## src/assert_macros.svh

```systemverilog
// assertion macros used by the top-level rtl file
`ifndef ASSERT_MACROS_SVH
`define ASSERT_MACROS_SVH

`ifndef SYNTHESIS

`define ASSERT_SAME(lbl, ante, cons, msg) \
  lbl: assert property (@(posedge clk) disable iff (!rst_n) (ante) |-> (cons)) \
    else $error(msg);

`define ASSERT_NEXT(lbl, ante, cons, msg) \
  lbl: assert property (@(posedge clk) disable iff (!rst_n) (ante) |=> (cons)) \
    else $error(msg);

`else

`define ASSERT_SAME(lbl, ante, cons, msg)

`define ASSERT_NEXT(lbl, ante, cons, msg)

`endif

`endif

```

## src/lpd_pkg.sv

```systemverilog
// types and constants of the length prefix deframer
`timescale 1ns / 1ps

package lpd_pkg;

  localparam int LENGTH_BYTES = 4;
  localparam int LEN_W        = 32;
  localparam int BYTE_W       = 8;
  localparam int KIND_W       = 2;

  localparam logic [KIND_W-1:0] KIND_PAYLOAD = 2'd0;
  localparam logic [KIND_W-1:0] KIND_EMPTY   = 2'd1;
  localparam logic [KIND_W-1:0] KIND_BROKEN  = 2'd2;
  localparam logic [KIND_W-1:0] KIND_BADLEN  = 2'd3;

  localparam int CFG_IDX_W  = 1;
  localparam int CFG_DATA_W = 1;
  localparam logic [CFG_IDX_W-1:0] CFG_WATCH_ENABLE = 1'd0;
  localparam logic [CFG_IDX_W-1:0] CFG_START_ONLINE = 1'd1;

  localparam int QUEUE_DEPTH = 4;
  localparam int QUEUE_AW    = $clog2(QUEUE_DEPTH);
  localparam int QUEUE_CW    = $clog2(QUEUE_DEPTH + 1);

  typedef struct packed {
    logic [KIND_W-1:0] out_kind;
    logic [BYTE_W-1:0] payload_byte;
    logic              last_of_message;
  } lpd_res_t;

  typedef struct packed {
    logic     valid;
    lpd_res_t res;
  } lpd_push_t;

endpackage

```

## src/lpd_ifs.sv

```systemverilog
// valid/ready channel interfaces for input and result beats
`timescale 1ns / 1ps

interface lpd_in_if;
  import lpd_pkg::*;
  logic              valid;
  logic              ready;
  logic              action;
  logic [BYTE_W-1:0] rx_byte;
  modport source (output valid, action, rx_byte, input ready);
  modport sink (input valid, action, rx_byte, output ready);
endinterface

interface lpd_out_if;
  import lpd_pkg::*;
  logic              valid;
  logic              ready;
  logic [KIND_W-1:0] out_kind;
  logic [BYTE_W-1:0] payload_byte;
  logic              last_of_message;
  modport source (output valid, out_kind, payload_byte, last_of_message, input ready);
  modport sink (input valid, out_kind, payload_byte, last_of_message, output ready);
endinterface

```

## src/lpd_front.sv

```systemverilog
// front end: accepts beats, tracks framing and heartbeat, classifies results
`timescale 1ns / 1ps

module lpd_front (
  input  logic                          clk,
  input  logic                          rst_n,
  lpd_in_if.sink                        in_ch,
  input  logic                          space,
  input  logic                          cfg_we,
  input  logic [lpd_pkg::CFG_IDX_W-1:0]  cfg_index,
  input  logic [lpd_pkg::CFG_DATA_W-1:0] cfg_wdata,
  output lpd_pkg::lpd_push_t            push
);
  import lpd_pkg::*;

  logic [LEN_W-1:0] len_r, len_nxt;
  logic [LEN_W-1:0] rcnt_r, rcnt_nxt;
  logic             online_r, online_nxt;
  logic             watch_r, watch_nxt;
  logic             start_r, start_nxt;
  logic             acc;
  logic             in_hdr;
  logic [LEN_W-1:0] len_shift;
  logic [LEN_W-1:0] rcnt_inc;

  assign in_ch.ready = space;
  assign acc         = in_ch.valid && space;
  assign in_hdr      = rcnt_r < LEN_W'(LENGTH_BYTES);
  assign len_shift   = {len_r[LEN_W-BYTE_W-1:0], in_ch.rx_byte};
  assign rcnt_inc    = rcnt_r + LEN_W'(1);

  always_comb begin
    len_nxt    = len_r;
    rcnt_nxt   = rcnt_r;
    online_nxt = online_r;
    watch_nxt  = watch_r;
    start_nxt  = start_r;
    push       = '0;
    if (acc) begin
      if (in_ch.action) begin
        if (watch_r) begin
          if (online_r) begin
            online_nxt = 1'b0;
          end else begin
            push.valid        = 1'b1;
            push.res.out_kind = KIND_BROKEN;
          end
        end
      end else begin
        online_nxt = 1'b1;
        rcnt_nxt   = rcnt_inc;
        if (in_hdr) begin
          len_nxt = len_shift;
          if (rcnt_inc == LEN_W'(LENGTH_BYTES)) begin
            if (len_shift < LEN_W'(LENGTH_BYTES)) begin
              len_nxt           = '0;
              rcnt_nxt          = '0;
              push.valid        = 1'b1;
              push.res.out_kind = KIND_BADLEN;
            end else if (len_shift == LEN_W'(LENGTH_BYTES)) begin
              len_nxt                  = '0;
              rcnt_nxt                 = '0;
              push.valid               = 1'b1;
              push.res.out_kind        = KIND_EMPTY;
              push.res.last_of_message = 1'b1;
            end
          end
        end else begin
          push.valid            = 1'b1;
          push.res.out_kind     = KIND_PAYLOAD;
          push.res.payload_byte = in_ch.rx_byte;
          if (rcnt_inc >= len_r) begin
            len_nxt                  = '0;
            rcnt_nxt                 = '0;
            push.res.last_of_message = 1'b1;
          end
        end
      end
    end
    if (cfg_we) begin
      unique case (cfg_index)
        CFG_WATCH_ENABLE: begin
          watch_nxt = cfg_wdata[0];
          if (cfg_wdata[0]) begin
            online_nxt = start_r;
          end
        end
        CFG_START_ONLINE: begin
          start_nxt = cfg_wdata[0];
        end
        default: begin
        end
      endcase
    end
  end

  always_ff @(posedge clk) begin
    if (!rst_n) begin
      len_r    <= '0;
      rcnt_r   <= '0;
      online_r <= 1'b0;
      watch_r  <= 1'b0;
      start_r  <= 1'b0;
    end else begin
      len_r    <= len_nxt;
      rcnt_r   <= rcnt_nxt;
      online_r <= online_nxt;
      watch_r  <= watch_nxt;
      start_r  <= start_nxt;
    end
  end

endmodule

```

## src/lpd_back.sv

```systemverilog
// back end: result queue that drives the output channel
`timescale 1ns / 1ps

module lpd_back (
  input  logic               clk,
  input  logic               rst_n,
  input  lpd_pkg::lpd_push_t push,
  output logic               space,
  lpd_out_if.source          out_ch
);
  import lpd_pkg::*;

  lpd_res_t            mem_r [QUEUE_DEPTH];
  logic [QUEUE_AW-1:0] wr_ptr_r, wr_ptr_nxt;
  logic [QUEUE_AW-1:0] rd_ptr_r, rd_ptr_nxt;
  logic [QUEUE_CW-1:0] cnt_r, cnt_nxt;
  logic                pop;
  lpd_res_t            head;

  assign space  = cnt_r != QUEUE_CW'(QUEUE_DEPTH);
  assign pop    = out_ch.valid && out_ch.ready;
  assign head   = mem_r[rd_ptr_r];

  assign out_ch.valid           = cnt_r != '0;
  assign out_ch.out_kind        = head.out_kind;
  assign out_ch.payload_byte    = head.payload_byte;
  assign out_ch.last_of_message = head.last_of_message;

  always_comb begin
    wr_ptr_nxt = wr_ptr_r;
    rd_ptr_nxt = rd_ptr_r;
    cnt_nxt    = cnt_r;
    if (push.valid) begin
      wr_ptr_nxt = (wr_ptr_r == QUEUE_AW'(QUEUE_DEPTH - 1)) ? '0 : wr_ptr_r + QUEUE_AW'(1);
    end
    if (pop) begin
      rd_ptr_nxt = (rd_ptr_r == QUEUE_AW'(QUEUE_DEPTH - 1)) ? '0 : rd_ptr_r + QUEUE_AW'(1);
    end
    if (push.valid && !pop) begin
      cnt_nxt = cnt_r + QUEUE_CW'(1);
    end else if (pop && !push.valid) begin
      cnt_nxt = cnt_r - QUEUE_CW'(1);
    end
  end

  always_ff @(posedge clk) begin
    if (push.valid) begin
      mem_r[wr_ptr_r] <= push.res;
    end
  end

  always_ff @(posedge clk) begin
    if (!rst_n) begin
      wr_ptr_r <= '0;
      rd_ptr_r <= '0;
      cnt_r    <= '0;
    end else begin
      wr_ptr_r <= wr_ptr_nxt;
      rd_ptr_r <= rd_ptr_nxt;
      cnt_r    <= cnt_nxt;
    end
  end

endmodule

```

## src/length_prefix_deframer_heartbeat.sv

```systemverilog
// top level of the length prefix deframer with heartbeat watch
//
//   port     dir  beat contents
//   in_ch    in   action, rx_byte
//   out_ch   out  out_kind, payload_byte, last_of_message
//   cfg_*    in   cfg_we, cfg_index, cfg_wdata (no handshake)
//
// one input beat per cycle while the queue is not full
// a result is queued as its input beat is taken and reaches out_ch via the queue
// a four-entry queue lets input continue while the output is stalled
// in_ch.ready drops only when the queue is full
// synchronous active-low reset clears framing, heartbeat state and queue pointers
`timescale 1ns / 1ps
`include "assert_macros.svh"

module length_prefix_deframer_heartbeat (
  input  logic                          clk,
  input  logic                          rst_n,
  lpd_in_if.sink                        in_ch,
  lpd_out_if.source                     out_ch,
  input  logic                          cfg_we,
  input  logic [lpd_pkg::CFG_IDX_W-1:0]  cfg_index,
  input  logic [lpd_pkg::CFG_DATA_W-1:0] cfg_wdata
);
  import lpd_pkg::*;

  lpd_push_t push;
  logic      space;

  lpd_front u_front (
    .clk       (clk),
    .rst_n     (rst_n),
    .in_ch     (in_ch),
    .space     (space),
    .cfg_we    (cfg_we),
    .cfg_index (cfg_index),
    .cfg_wdata (cfg_wdata),
    .push      (push)
  );

  lpd_back u_back (
    .clk    (clk),
    .rst_n  (rst_n),
    .push   (push),
    .space  (space),
    .out_ch (out_ch)
  );

  `ASSERT_SAME(a_push_from_beat, push.valid, in_ch.valid && in_ch.ready, "result without input beat")
  `ASSERT_SAME(a_tick_kind, push.valid && in_ch.action, push.res.out_kind == KIND_BROKEN, "tick gave wrong kind")
  `ASSERT_SAME(a_zero_byte, push.valid && push.res.out_kind != KIND_PAYLOAD, push.res.payload_byte == '0, "nonzero byte on non-payload")
  `ASSERT_NEXT(a_out_after_push, push.valid, out_ch.valid, "queued result not shown")
  `ASSERT_SAME(a_ready_when_empty, !out_ch.valid, in_ch.ready, "empty queue refused input")

endmodule
```

## src/flat_wrapper.sv

```systemverilog
// flat-port wrapper written by rule: the top's interface ports become plain ports
module length_prefix_deframer_heartbeat_flat import lpd_pkg::*;
  (clk, rst_n, cfg_we, cfg_index, cfg_wdata, in_ch_valid, in_ch_action, in_ch_rx_byte, in_ch_ready, out_ch_valid, out_ch_out_kind, out_ch_payload_byte, out_ch_last_of_message, out_ch_ready);
  lpd_in_if in_ch_i ();
  lpd_out_if out_ch_i ();
  input  logic clk;
  input  logic rst_n;
  input  logic cfg_we;
  input  logic [lpd_pkg::CFG_IDX_W-1:0] cfg_index;
  input  logic [lpd_pkg::CFG_DATA_W-1:0] cfg_wdata;
  input wire logic [$bits(in_ch_i.valid)-1:0] in_ch_valid;
  input wire logic [$bits(in_ch_i.action)-1:0] in_ch_action;
  input wire logic [$bits(in_ch_i.rx_byte)-1:0] in_ch_rx_byte;
  output wire logic [$bits(in_ch_i.ready)-1:0] in_ch_ready;
  output wire logic [$bits(out_ch_i.valid)-1:0] out_ch_valid;
  output wire logic [$bits(out_ch_i.out_kind)-1:0] out_ch_out_kind;
  output wire logic [$bits(out_ch_i.payload_byte)-1:0] out_ch_payload_byte;
  output wire logic [$bits(out_ch_i.last_of_message)-1:0] out_ch_last_of_message;
  input wire logic [$bits(out_ch_i.ready)-1:0] out_ch_ready;
  assign in_ch_i.valid = in_ch_valid;
  assign in_ch_i.action = in_ch_action;
  assign in_ch_i.rx_byte = in_ch_rx_byte;
  assign in_ch_ready = in_ch_i.ready;
  assign out_ch_valid = out_ch_i.valid;
  assign out_ch_out_kind = out_ch_i.out_kind;
  assign out_ch_payload_byte = out_ch_i.payload_byte;
  assign out_ch_last_of_message = out_ch_i.last_of_message;
  assign out_ch_i.ready = out_ch_ready;
  length_prefix_deframer_heartbeat u_core (.clk(clk), .rst_n(rst_n), .in_ch(in_ch_i), .out_ch(out_ch_i), .cfg_we(cfg_we), .cfg_index(cfg_index), .cfg_wdata(cfg_wdata));
endmodule
```

## config.mk

```make
export PLATFORM = sky130hd
export DESIGN_NAME = length_prefix_deframer_heartbeat_flat
export DESIGN_NICKNAME = d
export VERILOG_FILES = /design/src/lpd_pkg.sv /design/src/lpd_ifs.sv /design/src/lpd_front.sv /design/src/lpd_back.sv /design/src/length_prefix_deframer_heartbeat.sv /design/src/flat_wrapper.sv
export VERILOG_INCLUDE_DIRS = /design/src /design/src/src
export SDC_FILE = /design/constraint.sdc
export NUM_CORES = 1
export LEC_CHECK = 0
export ABC_AREA = 1
export BUFFER_PORTS_ARGS = -buffer_cell sky130_fd_sc_hd__buf_2
export CORE_MARGIN = 2
export CORE_UTILIZATION = 35
export CTS_CLUSTER_DIAMETER = 60
export CTS_CLUSTER_SIZE = 10
export DETAILED_ROUTE_END_ITERATION = 10
export SYNTH_ARGS = -nofsm -noshare
export SYNTH_HDL_FRONTEND = slang
export SYNTH_SLANG_ARGS = --single-unit
```

## constraint.sdc

```tcl
create_clock -name clk -period 9.1 [get_ports clk]
set_clock_uncertainty 0.1 [all_clocks]
set_input_delay 0.91 -clock clk [delete_from_list [all_inputs] [get_ports clk]]
set_output_delay 0.91 -clock clk [all_outputs]
set_load 0.05 [all_outputs]
```

==> out/results.ini, run 1 <==
[clock_tree]
cts_resized = 0
cts_setup_buffers = 0
clockRootBuffer = clkbuf_16
postCtsHoldBufs = 0
htree_num_levels = 4
tritoncts = done
cts_buffers = 17
cts.sinks = 120
clockBufferDepth = 2
clock_latency_ns = 0.43
path_clk_slew_ns = 0.06

[synthesis]
syn-instance-count = 949
yosys_warnings = 0
synth_area_um2 = 6860
syn_nets = 1006
ys_ff_latch = 120
yosysSeqAreaShare = 0.414
avgSynthCellArea_um2 = 7.23
ys_types = 36

[global_routing]
grt_overflow = 0
grtUsageTotal = 0.178
grt_pass1_vias = 5693
antenna_found_initial = 0
grt_max_degree = 71
grt_first_pass_wirelength_um = 28800

[flow_run]
cap_violations = 0

[cells_and_area]
regArea_um2 = 2840
area_growth_syn_to_layout_pct = 14.0
layout.nets = 1024
drive_gt1_frac = 0.0918
fillCellCount = 2002
fin_util = 0.404
multiInputGateArea_um2 = 3520
antenna_cells = 0

[setup_path]
rr_startpoint = u_core.u_front.rcnt_r[0]$_SDFFE_PN0P_
reg2reg_setup_slack_ns = 4.92
end_kind = register
rr_worst_depth = 17
timing.rr.end = u_core.u_back.mem_r[3][0]$_DFFE_PP_
crit_type = register to register
path_max_fanout = 33
crit_arrival_ns = 4.29
cp_data_required_time_ns = 9.20
cp-start-kind = register

[place]
portBuffers = 28
hpwl_um = 12600
gp_congestion = 0.874

[power]
power_density_nw_per_um2 = 209
total_power_mw = 1.64
vdd_drop_max_mv = 0.114
leakage_nw = 3.01

[sta]
post-route-period-util = 0.460
max_freq_mhz = 239
fin_tns_setup_ns = 0
tightest_slew_ns = 1.07
final-setup-viol-count = 0
worst_slew_margin_rel = 0.288
finalHoldViolCount = 0
slew_viol_final = 0
period_minus_slack_ns = 4.18
rsz0062_at_grt = false

[min_path]
hold_class = register to register
worstHoldPathCells = 2
hold_path_end = u_core.u_front.start_r$_SDFFE_PN0P_
worstHoldStart = u_core.u_front.start_r$_SDFFE_PN0P_

[detailed_routing]
drt_wl_total_um = 17800
drcViolationCount = 0
vias_per_cell = 5.00
drt_pre_antenna_iters = 5
ant_nets = 0
post_drt_wl_per_cell_um = 14.3
drtIter0Drc = 453
vias = 6225

[die]
core_um2 = 19300
die_h_um = 144
io-pin-count = 29
start_util = 0.355
die_w_um = 144
std_cell_rows = 51
dieArea_um2 = 20700

[status]
run_status = complete, no violations

==> flip-flops by register name (all words and copies together), names as in the netlist, named ones only <==
signal                   cells
u_core.u_front.watch_r       1
u_core.u_back.mem_r         44
u_core.u_back.wr_ptr_r       2
u_core.u_front.online_r      1
u_core.u_back.rd_ptr_r       2
u_core.u_front.rcnt_r       32
u_core.u_front.start_r       1
u_core.u_back.cnt_r          3
u_core.u_front.len_r        32
==> how the worst max path moves through the flow <==
stage	from	to	slack, ns	cells after the start
global route	u_core.u_front.rcnt_r[0]$_SDFFE_PN0P_	u_core.u_back.mem_r[3][0]$_DFFE_PP_	4.36	17
global placement	u_core.u_front.rcnt_r[0]$_SDFFE_PN0P_	u_core.u_back.mem_r[0][0]$_DFFE_PP_	5.02	17
floorplan	u_core.u_front.rcnt_r[0]$_SDFFE_PN0P_	u_core.u_back.cnt_r[2]$_SDFFE_PN0P_	6.00	22
detailed placement	u_core.u_front.rcnt_r[0]$_SDFFE_PN0P_	u_core.u_back.mem_r[0][0]$_DFFE_PP_	4.93	17
finish	u_core.u_front.rcnt_r[0]$_SDFFE_PN0P_	u_core.u_back.mem_r[3][0]$_DFFE_PP_	4.92	17
CTS	u_core.u_front.rcnt_r[0]$_SDFFE_PN0P_	u_core.u_back.mem_r[3][0]$_DFFE_PP_	4.91	17
==> stage by stage <==
stage                     hold WS (ns)  cell area [um^2]  std cells  worst slack (ns)
after detailed placement         0.356              7240       1213              4.93
after floorplan                  0.336              6860        949              6.00
after CTS                        0.365              7820       1245              4.91
after global placement           0.353              7240       1213              5.02
after global routing             0.387              7820       1245              4.36
final                            0.360              7820       1245              4.92
==> logic make-up after synthesis <==
logic type	share of synthesized area
DFF	0.414
buffers and inverters	0.0739
and+or+nand+nor	0.322
adders and majority gates	0.0759
AOI/OAI and AO/OA	0.109
xor gates and xnor gates	0.00511
==> per-layer routing <==
layer	global-route usage	vias up	wire [um]
li1	-	3195	-
met1	0.239	2864	8580
met2	0.286	144	7970
met3	0.0334	22	886
met4	0.0645	0	327
met5	0	-	0
==> critical path: stages (launching register included) <==
cell     delay (ns)
dfxtp_1        0.46
ha_1           0.27
nand2_1        0.07
nor2_1         0.15
nand2_1        0.10
nor2_2         0.23
nand2_1        0.08
nand2_1        0.06
nand2_1        0.10
ha_1           0.29
nand2_1        0.06
nor2_1         0.13
nand2_1        0.09
nor4_1         0.31
nand4_1        0.18
nand4_1        0.15
nand2_1        0.63
a21oi_1        0.50
==> Yosys cell counts, drive strengths merged <==
master / n / area share
o211a: 1 / 0.0015
and3: 1 / 0.00091
o22ai: 11 / 0.010
a31oi: 1 / 0.00091
clkinv: 2 / 0.0011
fa: 1 / 0.0029
nor2: 130 / 0.080
o21a: 1 / 0.0011
xor2: 3 / 0.0038
nand4: 21 / 0.019
nor3: 7 / 0.0051
nand2: 242 / 0.14
nor4: 7 / 0.0064
buf: 5 / 0.0029
or2: 1 / 0.00091
nor3b: 1 / 0.0011
o221ai: 1 / 0.0013
dfxtp: 76 / 0.22
xnor2: 1 / 0.0013
o21ai: 38 / 0.028
a21oi: 88 / 0.064
o211ai: 2 / 0.0022
nand3: 97 / 0.071
inv: 99 / 0.055
clkbuf: 28 / 0.015
edfxtp: 44 / 0.19
ha: 40 / 0.073
==> power by group <==
| group | switching [mW] | leakage [nW] | internal [mW] |
|---|---|---|---|
| sequential | 0.0317 | 0.995 | 0.574 |
| combinational | 0.279 | 1.72 | 0.0844 |
| clock | 0.279 | 0.290 | 0.387 |
==> cells in the final DEF, fill, tap and decap left out, types with 21 or more instances in the layout <==
cell type  synthesis  final
nand3_1           97     97
ha_1              40     40
o21ai_0           36     36
buf_2              1     28
nand4_1           21     21
edfxtp_1          44     44
inv_1             97     97
a21oi_1           88     88
dfxtp_1           76     76
nand2_1          234    234
nor2_1           115    115
==> final cells by class <==
cell class | instances | share of cell area
Timing Repair Buffer | 32 | 0.0218
Tap cell | 265 | 0.0424
Sequential cell | 120 | 0.364
Clock buffer | 17 | 0.0544
Clock inverter | 15 | 0.0195
Multi-Input combinational cell | 695 | 0.450
Inverter | 101 | 0.0488
(Power assumes the default switching activity.)
==> run 2, diff against run 1 <==
Clock period 9.1 ns to 3.7 ns, I/O delays scaled along.
==> run 2 against run 1 <==
Cell count is 1.4% higher. Non-clock buffer count is 17 higher. Critical path depth up 4. Setup slack worse by 4.6 ns. Total power is 150% higher. Count of clock-buffer cells in the layout is 1 higher. Register-to-register slack got worse by 4.6 ns. Combinational power rose to 2.7 times the previous value. Global-route usage is 0.56 points higher. Via count is 1.4% higher.
==> out/results.ini, run 2 (synthesis results as in run 1) <==
[status]
run_status = complete, no violations

[cells_and_area]
layout_common_cells = nand2_1 (234), nor2_1 (111), inv_1 (97), nand3_1 (97), a21oi_1 (88)
antenna_cells = 0  ; unchanged
layout_commonest_cell = nand2_1
regMostFlops = u_core.u_back.mem_r
reg_top3 = u_core.u_back.mem_r (44), u_core.u_front.len_r (32), u_core.u_front.rcnt_r (32)
layout.cells.non_filler = 1262  ; +1.4%
area_growth_syn_to_layout_pct = 16.2
drive_gt1_frac = 0.114  ; +0.0225
layout.nets = 1041  ; +1.7%
largest_register_ffs = 44  ; unchanged
fillCellCount = 2010  ; +0.40%

[die]
io-pin-count = 29  ; unchanged
std_cell_rows = 51  ; unchanged
dieArea_um2 = 20700  ; unchanged
start_util = 0.355  ; unchanged
core_um2 = 19300  ; unchanged
die_h_um = 144  ; unchanged
die_w_um = 144  ; unchanged

[setup_path]
crit_arrival_ns = 3.58  ; -0.71 ns
crit_start = u_core.u_front.rcnt_r[9]$_SDFFE_PN0P_
cp_data_required_time_ns = 3.90  ; -5.30 ns
path_depth = 21  ; +4
crit_type = register to register
timing.rr.end = u_core.u_back.cnt_r[2]$_SDFFE_PN0P_
crit_chain = nand2_1 > nor2_2 > nand2_1 > nor2_1 > nand2_1 > nand2_1 > nand2_1 > nor2_1 > nand2_1 > nor2_1 > nand4_1 > nand2_2 > nand2_4 > nand2_4 > ha_1 > inv_1 > fa_1 > a21oi_1 > o21ai_0 > o21ai_0 > a21oi_1
rr_startpoint = u_core.u_front.rcnt_r[9]$_SDFFE_PN0P_
cp-start-kind = register
cpPeakStageDelay_ns = 0.40  ; -0.23 ns
rr_worst_depth = 21  ; +4
slowest_stage = dfxtp_1
cp_num_buf_inv = 1  ; +1
reg2reg_setup_slack_ns = 0.32  ; -4.59 ns
path_max_fanout = 5  ; -85%
cp_common_cell = nand2_1
crit_family = simple AND/OR/NAND/NOR gates
end_kind = register
crit_end = u_core.u_back.cnt_r[2]$_SDFFE_PN0P_

[detailed_routing]
drtIter0Drc = 580  ; +28%
ant_nets = 0  ; unchanged
vias_per_cell = 5.00  ; about the same
vias = 6313  ; +1.4%
drcViolationCount = 0  ; unchanged
post_drt_wl_per_cell_um = 14.1  ; -1.0%
drt_pre_antenna_iters = 5  ; unchanged
drt_wl_total_um = 17800  ; +0.34%

[power]
vdd_drop_max_mv = 0.331  ; +190%
switching_share = 0.359  ; -0.00246
power_frac_clock = 0.401  ; -0.006
internal-power_mw = 2.60  ; +150%
switching_power_mw = 1.45  ; +150%
power_density_nw_per_um2 = 508  ; +140%
seqPwrFrac = 0.361  ; -0.009
combPwrFrac = 0.239  ; +0.017
leakage_nw = 3.08  ; +2.5%
total_power_mw = 4.05  ; +150%

[sta]
final-setup-viol-count = 0  ; unchanged
post-route-period-util = 0.912  ; +0.453
whs_ns = 0.118  ; -0.241 ns
slew_viol_final = 0  ; unchanged
finalHoldViolCount = 0  ; unchanged
rsz0062_at_grt = false
worst_slew_margin_rel = 0.568  ; +0.280
max_freq_mhz = 296  ; +24%
tightest_slew_ns = 0.642  ; -0.423 ns
period_minus_slack_ns = 3.38  ; -0.806 ns
fin_tns_setup_ns = 0  ; unchanged

[global_routing]
grt_pass1_vias = 5814  ; +2.1%
grtUsageTotal = 0.184  ; +0.00560
grt_first_pass_wirelength_um = 29500  ; +2.4%
grt_overflow = 0  ; unchanged
grt_max_degree = 40  ; -44%
antenna_found_initial = 0  ; unchanged

[clock_tree]
clock_latency_ns = 0.43  ; about the same
path_clk_slew_ns = 0.07  ; about the same
htree_num_levels = 4  ; unchanged
clockRootBuffer = clkbuf_16
clockBufferDepth = 2  ; unchanged
tritoncts = done
cts_buffers = 17  ; unchanged
postCtsHoldBufs = 0  ; unchanged
cts.sinks = 120  ; unchanged

[place]
portBuffers = 28  ; unchanged
gp_congestion = 0.852  ; -2.5%
placedCellCount = 1230  ; +1.4%
hpwl_um = 13100  ; +4.5%

[flow_run]
cap_violations = 0  ; unchanged

[min_path]
hold_class = input pin to register

run 2: cell count changes in the layout (fill, tap and decap cells not counted), sizes merged:
cell / previous run / this run
buf: 32 / 49
clkbuf: 17 / 18
clkinv: 5 / 6
clkinvlp: 0 / 2
inv: 110 / 106
run 2: worst min path at each step:
| stage | startpoint | end | slack (ns) | cells past startpoint |
|---|---|---|---|---|
| detailed placement | u_core.u_front.len_r[27]$_SDFFE_PN0P_ | u_core.u_front.len_r[27]$_SDFFE_PN0P_ | 0.36 | 2 |
| CTS | cfg_wdata | u_core.u_front.start_r$_SDFFE_PN0P_ | 0.11 | 3 |
| global placement | u_core.u_front.len_r[31]$_SDFFE_PN0P_ | u_core.u_front.len_r[31]$_SDFFE_PN0P_ | 0.35 | 2 |
| finish | cfg_wdata | u_core.u_front.start_r$_SDFFE_PN0P_ | 0.12 | 3 |
| floorplan | u_core.u_front.start_r$_SDFFE_PN0P_ | u_core.u_front.start_r$_SDFFE_PN0P_ | 0.34 | 2 |
| global route | cfg_wdata | u_core.u_front.start_r$_SDFFE_PN0P_ | 0.13 | 3 |
run 2: power by group through the flow:
stage	sequential [mW]	combinational (mW)	clock, mW
floorplan	1.47	0.723	0
global placement	1.49	0.965	0
detailed placement	1.49	0.970	0
CTS	1.46	0.973	1.64
global route	1.47	1.07	1.72
finish	1.46	0.966	1.62
run 2: through the flow:
stage	instance area, um^2	setup slack [ns]	utilization
2_1_floorplan	6860	0.597	-
3_3_place_gp	7380	0.218	0.382
3_5_place_dp	7380	0.194	0.382
4_1_cts	7950	0.158	0.411
5_1_grt	7970	0.00411	0.412
6_report	7970	0.324	0.412
run 2: metal layers:
metal	track usage	share of wire	vias up
li1	-	-	3229
met1	0.241	0.47	2898
met2	0.305	0.46	166
met3	0.0377	0.053	20
met4	0.0557	0.015	0
met5	0	0	-
run 2: tightest hold or removal path: cells and delay by family:
kind | cells | cell delay [ns]
compound gates | 1 | 0.06
simple gates | 1 | 0.06
buf+inv | 1 | 0.10
run 2: area by class of cell:
type / instances / area [um^2] / share of cell area
Multi-Input combinational cell: 695 / 3540 / 0.444
Tap cell: 265 / 332 / 0.0416
Timing Repair Buffer: 49 / 310 / 0.0389
Inverter: 101 / 382 / 0.0479
Clock buffer: 18 / 429 / 0.0538
Clock inverter: 14 / 138 / 0.0173
Sequential cell: 120 / 2850 / 0.357
run 2: repair_timing:
action	in CTS	in global routing
setup endpoints to repair	0	37
setup buffers	0	0
resized for setup	0	9
==> run 3, diff against run 2 <==
Settings changed: CELL_PAD_IN_SITES_DETAIL_PLACEMENT from default to 1, CELL_PAD_IN_SITES_GLOBAL_PLACEMENT from default to 1, PLACE_DENSITY_LB_ADDON from default to 0.1, SLEW_MARGIN from default to 15.
==> run 3 against run 2 <==
Non-clock buffer count grew 20. Final area up 4.3%. Register-to-register slack hardly changed. Die area is the same. Critical path type unchanged.
==> out/results.ini, run 3 (synthesis results as in run 1) <==
[cells_and_area]
layout_commonest_cell = nand2_1
reg_top3 = u_core.u_back.mem_r (44), u_core.u_front.len_r (32), u_core.u_front.rcnt_r (32)
drive_gt1_frac = 0.167  ; +0.0528
largest_register_ffs = 44  ; unchanged
regMostFlops = u_core.u_back.mem_r
fin_util = 0.430  ; +0.0176
antenna_cells = 0  ; unchanged
layout.nets = 1061  ; +1.9%
layout_common_cells = nand2_1 (227), nor2_1 (99), inv_1 (96), nand3_1 (95), a21oi_1 (87)
fillCellCount = 2408  ; +20%
area_growth_syn_to_layout_pct = 21.2

[place]
hpwl_um = 16300  ; +24%
dp_slack_ns = 0.0713  ; -0.123 ns
gp_congestion = 0.815  ; -4.4%
portBuffers = 28  ; unchanged

[power]
switching_power_mw = 1.56  ; +7.4%
power_density_nw_per_um2 = 505  ; -0.60%
vdd_drop_max_mv = 0.331  ; +0.23%
total_power_mw = 4.20  ; +3.6%
leakage_nw = 3.24  ; +5.2%
combPwrFrac = 0.242  ; +0.003
seqPwrFrac = 0.349  ; -0.012
internal-power_mw = 2.64  ; +1.5%
switching_share = 0.372  ; +0.0130
power_frac_clock = 0.409  ; +0.008

[clock_tree]
tritoncts = done
htree_num_levels = 4  ; unchanged
path_clk_slew_ns = 0.07  ; about the same
clockBufferDepth = 2  ; unchanged
cts.sinks = 120  ; unchanged
cts_buffers = 17  ; unchanged
postCtsHoldBufs = 0  ; unchanged
clock_latency_ns = 0.42  ; about the same
clockRootBuffer = clkbuf_16

[detailed_routing]
vias_per_cell = 5.02  ; +0.34%
drt_wl_total_um = 22100  ; +24%
drt_pre_antenna_iters = 4  ; -1
ant_nets = 0  ; unchanged
drtIter0Drc = 389  ; -33%
post_drt_wl_per_cell_um = 17.3  ; +22%
vias = 6435  ; +1.9%
drcViolationCount = 0  ; unchanged

[global_routing]
grt_overflow = 0  ; unchanged
antenna_found_initial = 0  ; unchanged
grtUsageTotal = 0.222  ; +0.0387
grt_pass1_vias = 6401  ; +10%
grt_first_pass_wirelength_um = 35300  ; +20%
grt_max_degree = 47  ; +18%

[die]
dieArea_um2 = 20700  ; unchanged
die_h_um = 144  ; unchanged
io-pin-count = 29  ; unchanged
start_util = 0.355  ; unchanged
die_w_um = 144  ; unchanged
std_cell_rows = 51  ; unchanged
core_um2 = 19300  ; unchanged

[flow_run]
cap_violations = 0  ; unchanged

[setup_path]
path_max_fanout = 14  ; +9
crit_arrival_ns = 3.60  ; +0.02 ns
cp_data_required_time_ns = 3.94  ; +0.04 ns
end_kind = register
crit_type = register to register
reg2reg_setup_slack_ns = 0.34  ; about the same
rr_startpoint = u_core.u_front.rcnt_r[2]$_SDFFE_PN0P_
timing.rr.end = u_core.u_front.len_r[31]$_SDFFE_PN0P_
cp-start-kind = register
rr_worst_depth = 17  ; -19%

[min_path]
hold_class = input pin to register
worstHoldPathCells = 3  ; unchanged
worstHoldStart = cfg_wdata
hold_path_end = u_core.u_front.start_r$_SDFFE_PN0P_

[sta]
max_freq_mhz = 297  ; +0.40%
post-route-period-util = 0.909  ; -0.00362
worst_slew_margin_rel = 0.523  ; -0.0448
rsz0062_at_grt = true
tightest_slew_ns = 0.709  ; +0.0666 ns
final-setup-viol-count = 0  ; unchanged
period_minus_slack_ns = 3.36  ; -0.0134 ns
fin_ws_ns = 0.337  ; +0.0134 ns
finalHoldViolCount = 0  ; unchanged
slew_viol_final = 0  ; unchanged

[status]
run_status = complete, no violations

[run 3: cell count changes in the layout (fill, tap and decap cells not counted), sizes merged]
cell      change
clkinvlp      -1
clkbuf        -1
inv           +4
clkinv        -2
buf          +20
[run 3: cell type report]
type / instances / area [um^2] / share of cell area
clock buffer: 17 / 425 / 0.0512
clock inverter: 15 / 174 / 0.0209
inverter: 101 / 382 / 0.0459
multi-input combinational: 695 / 3680 / 0.442
sequential: 120 / 2860 / 0.344
tap: 265 / 332 / 0.0399
timing repair buffer: 69 / 462 / 0.0555
[run 3: power by group through the flow]
stage          Combinational [mW]  Clock, mW  Sequential, mW
6_report                     1.01       1.72            1.47
5_1_grt                      1.10       1.80            1.47
4_1_cts                      1.02       1.75            1.47
3_5_place_dp                 1.01          0            1.49
3_3_place_gp                 1.01          0            1.49
2_1_floorplan               0.723          0            1.47
[run 3: stage by stage]
stage,setup TNS (ns),cell area [um^2],std cells,hold WS (ns)
2_1_floorplan,0,6860,949,0.336
5_1_grt,-0.0368,8310,1282,0.131
3_5_place_dp,0,7510,1247,0.359
4_1_cts,0,8110,1279,0.108
3_3_place_gp,0,7510,1247,0.349
6_report,0,8310,1282,0.128
[run 3: worst max-delay path by stage]
stage | cells past startpoint | start | to | slack (ns)
after floorplan | 22 | u_core.u_front.rcnt_r[0]$_SDFFE_PN0P_ | u_core.u_back.cnt_r[2]$_SDFFE_PN0P_ | 0.60
after global placement | 22 | u_core.u_front.rcnt_r[0]$_SDFFE_PN0P_ | u_core.u_back.cnt_r[2]$_SDFFE_PN0P_ | 0.17
after detailed placement | 20 | u_core.u_front.rcnt_r[0]$_SDFFE_PN0P_ | u_core.u_front.len_r[6]$_SDFFE_PN0P_ | 0.07
after CTS | 20 | u_core.u_front.rcnt_r[0]$_SDFFE_PN0P_ | u_core.u_front.len_r[31]$_SDFFE_PN0P_ | 0.005
after global routing | 22 | u_core.u_front.rcnt_r[0]$_SDFFE_PN0P_ | u_core.u_back.cnt_r[2]$_SDFFE_PN0P_ | -0.04
final | 17 | u_core.u_front.rcnt_r[2]$_SDFFE_PN0P_ | u_core.u_front.len_r[31]$_SDFFE_PN0P_ | 0.34
[run 3: what timing repair did]
item | in CTS | in global routing
setup buffers | 0 | 3
resized for setup | 0 | 62
setup endpoints to repair | 0 | 67
hold endpoints to repair | 0 | 0
[run 3: routing by layer]
| metal | up-vias | part of all wire | GRT usage |
|---|---|---|---|
| met5 | - | 0 | 0 |
| met3 | 25 | 0.031 | 0.0262 |
| met2 | 79 | 0.45 | 0.344 |
| met4 | 0 | 0.017 | 0.0676 |
| met1 | 3077 | 0.50 | 0.326 |
| li1 | 3254 | - | - |
[run 3: worst max-delay path: stages (launching register included)]
cell	delay [ns]
dfxtp_4	0.39
nand2_1	0.11
nor2_4	0.24
nand2_4	0.11
nor2_8	0.15
buf_2	0.22
nand3_1	0.09
nand2_1	0.19
ha_1	0.29
a21oi_1	0.14
o21a_1	0.12
o221ai_1	0.11
a21oi_2	0.22
nand4_1	0.21
nand2_4	0.18
buf_6	0.18
nand2_1	0.08
a21oi_1	0.14
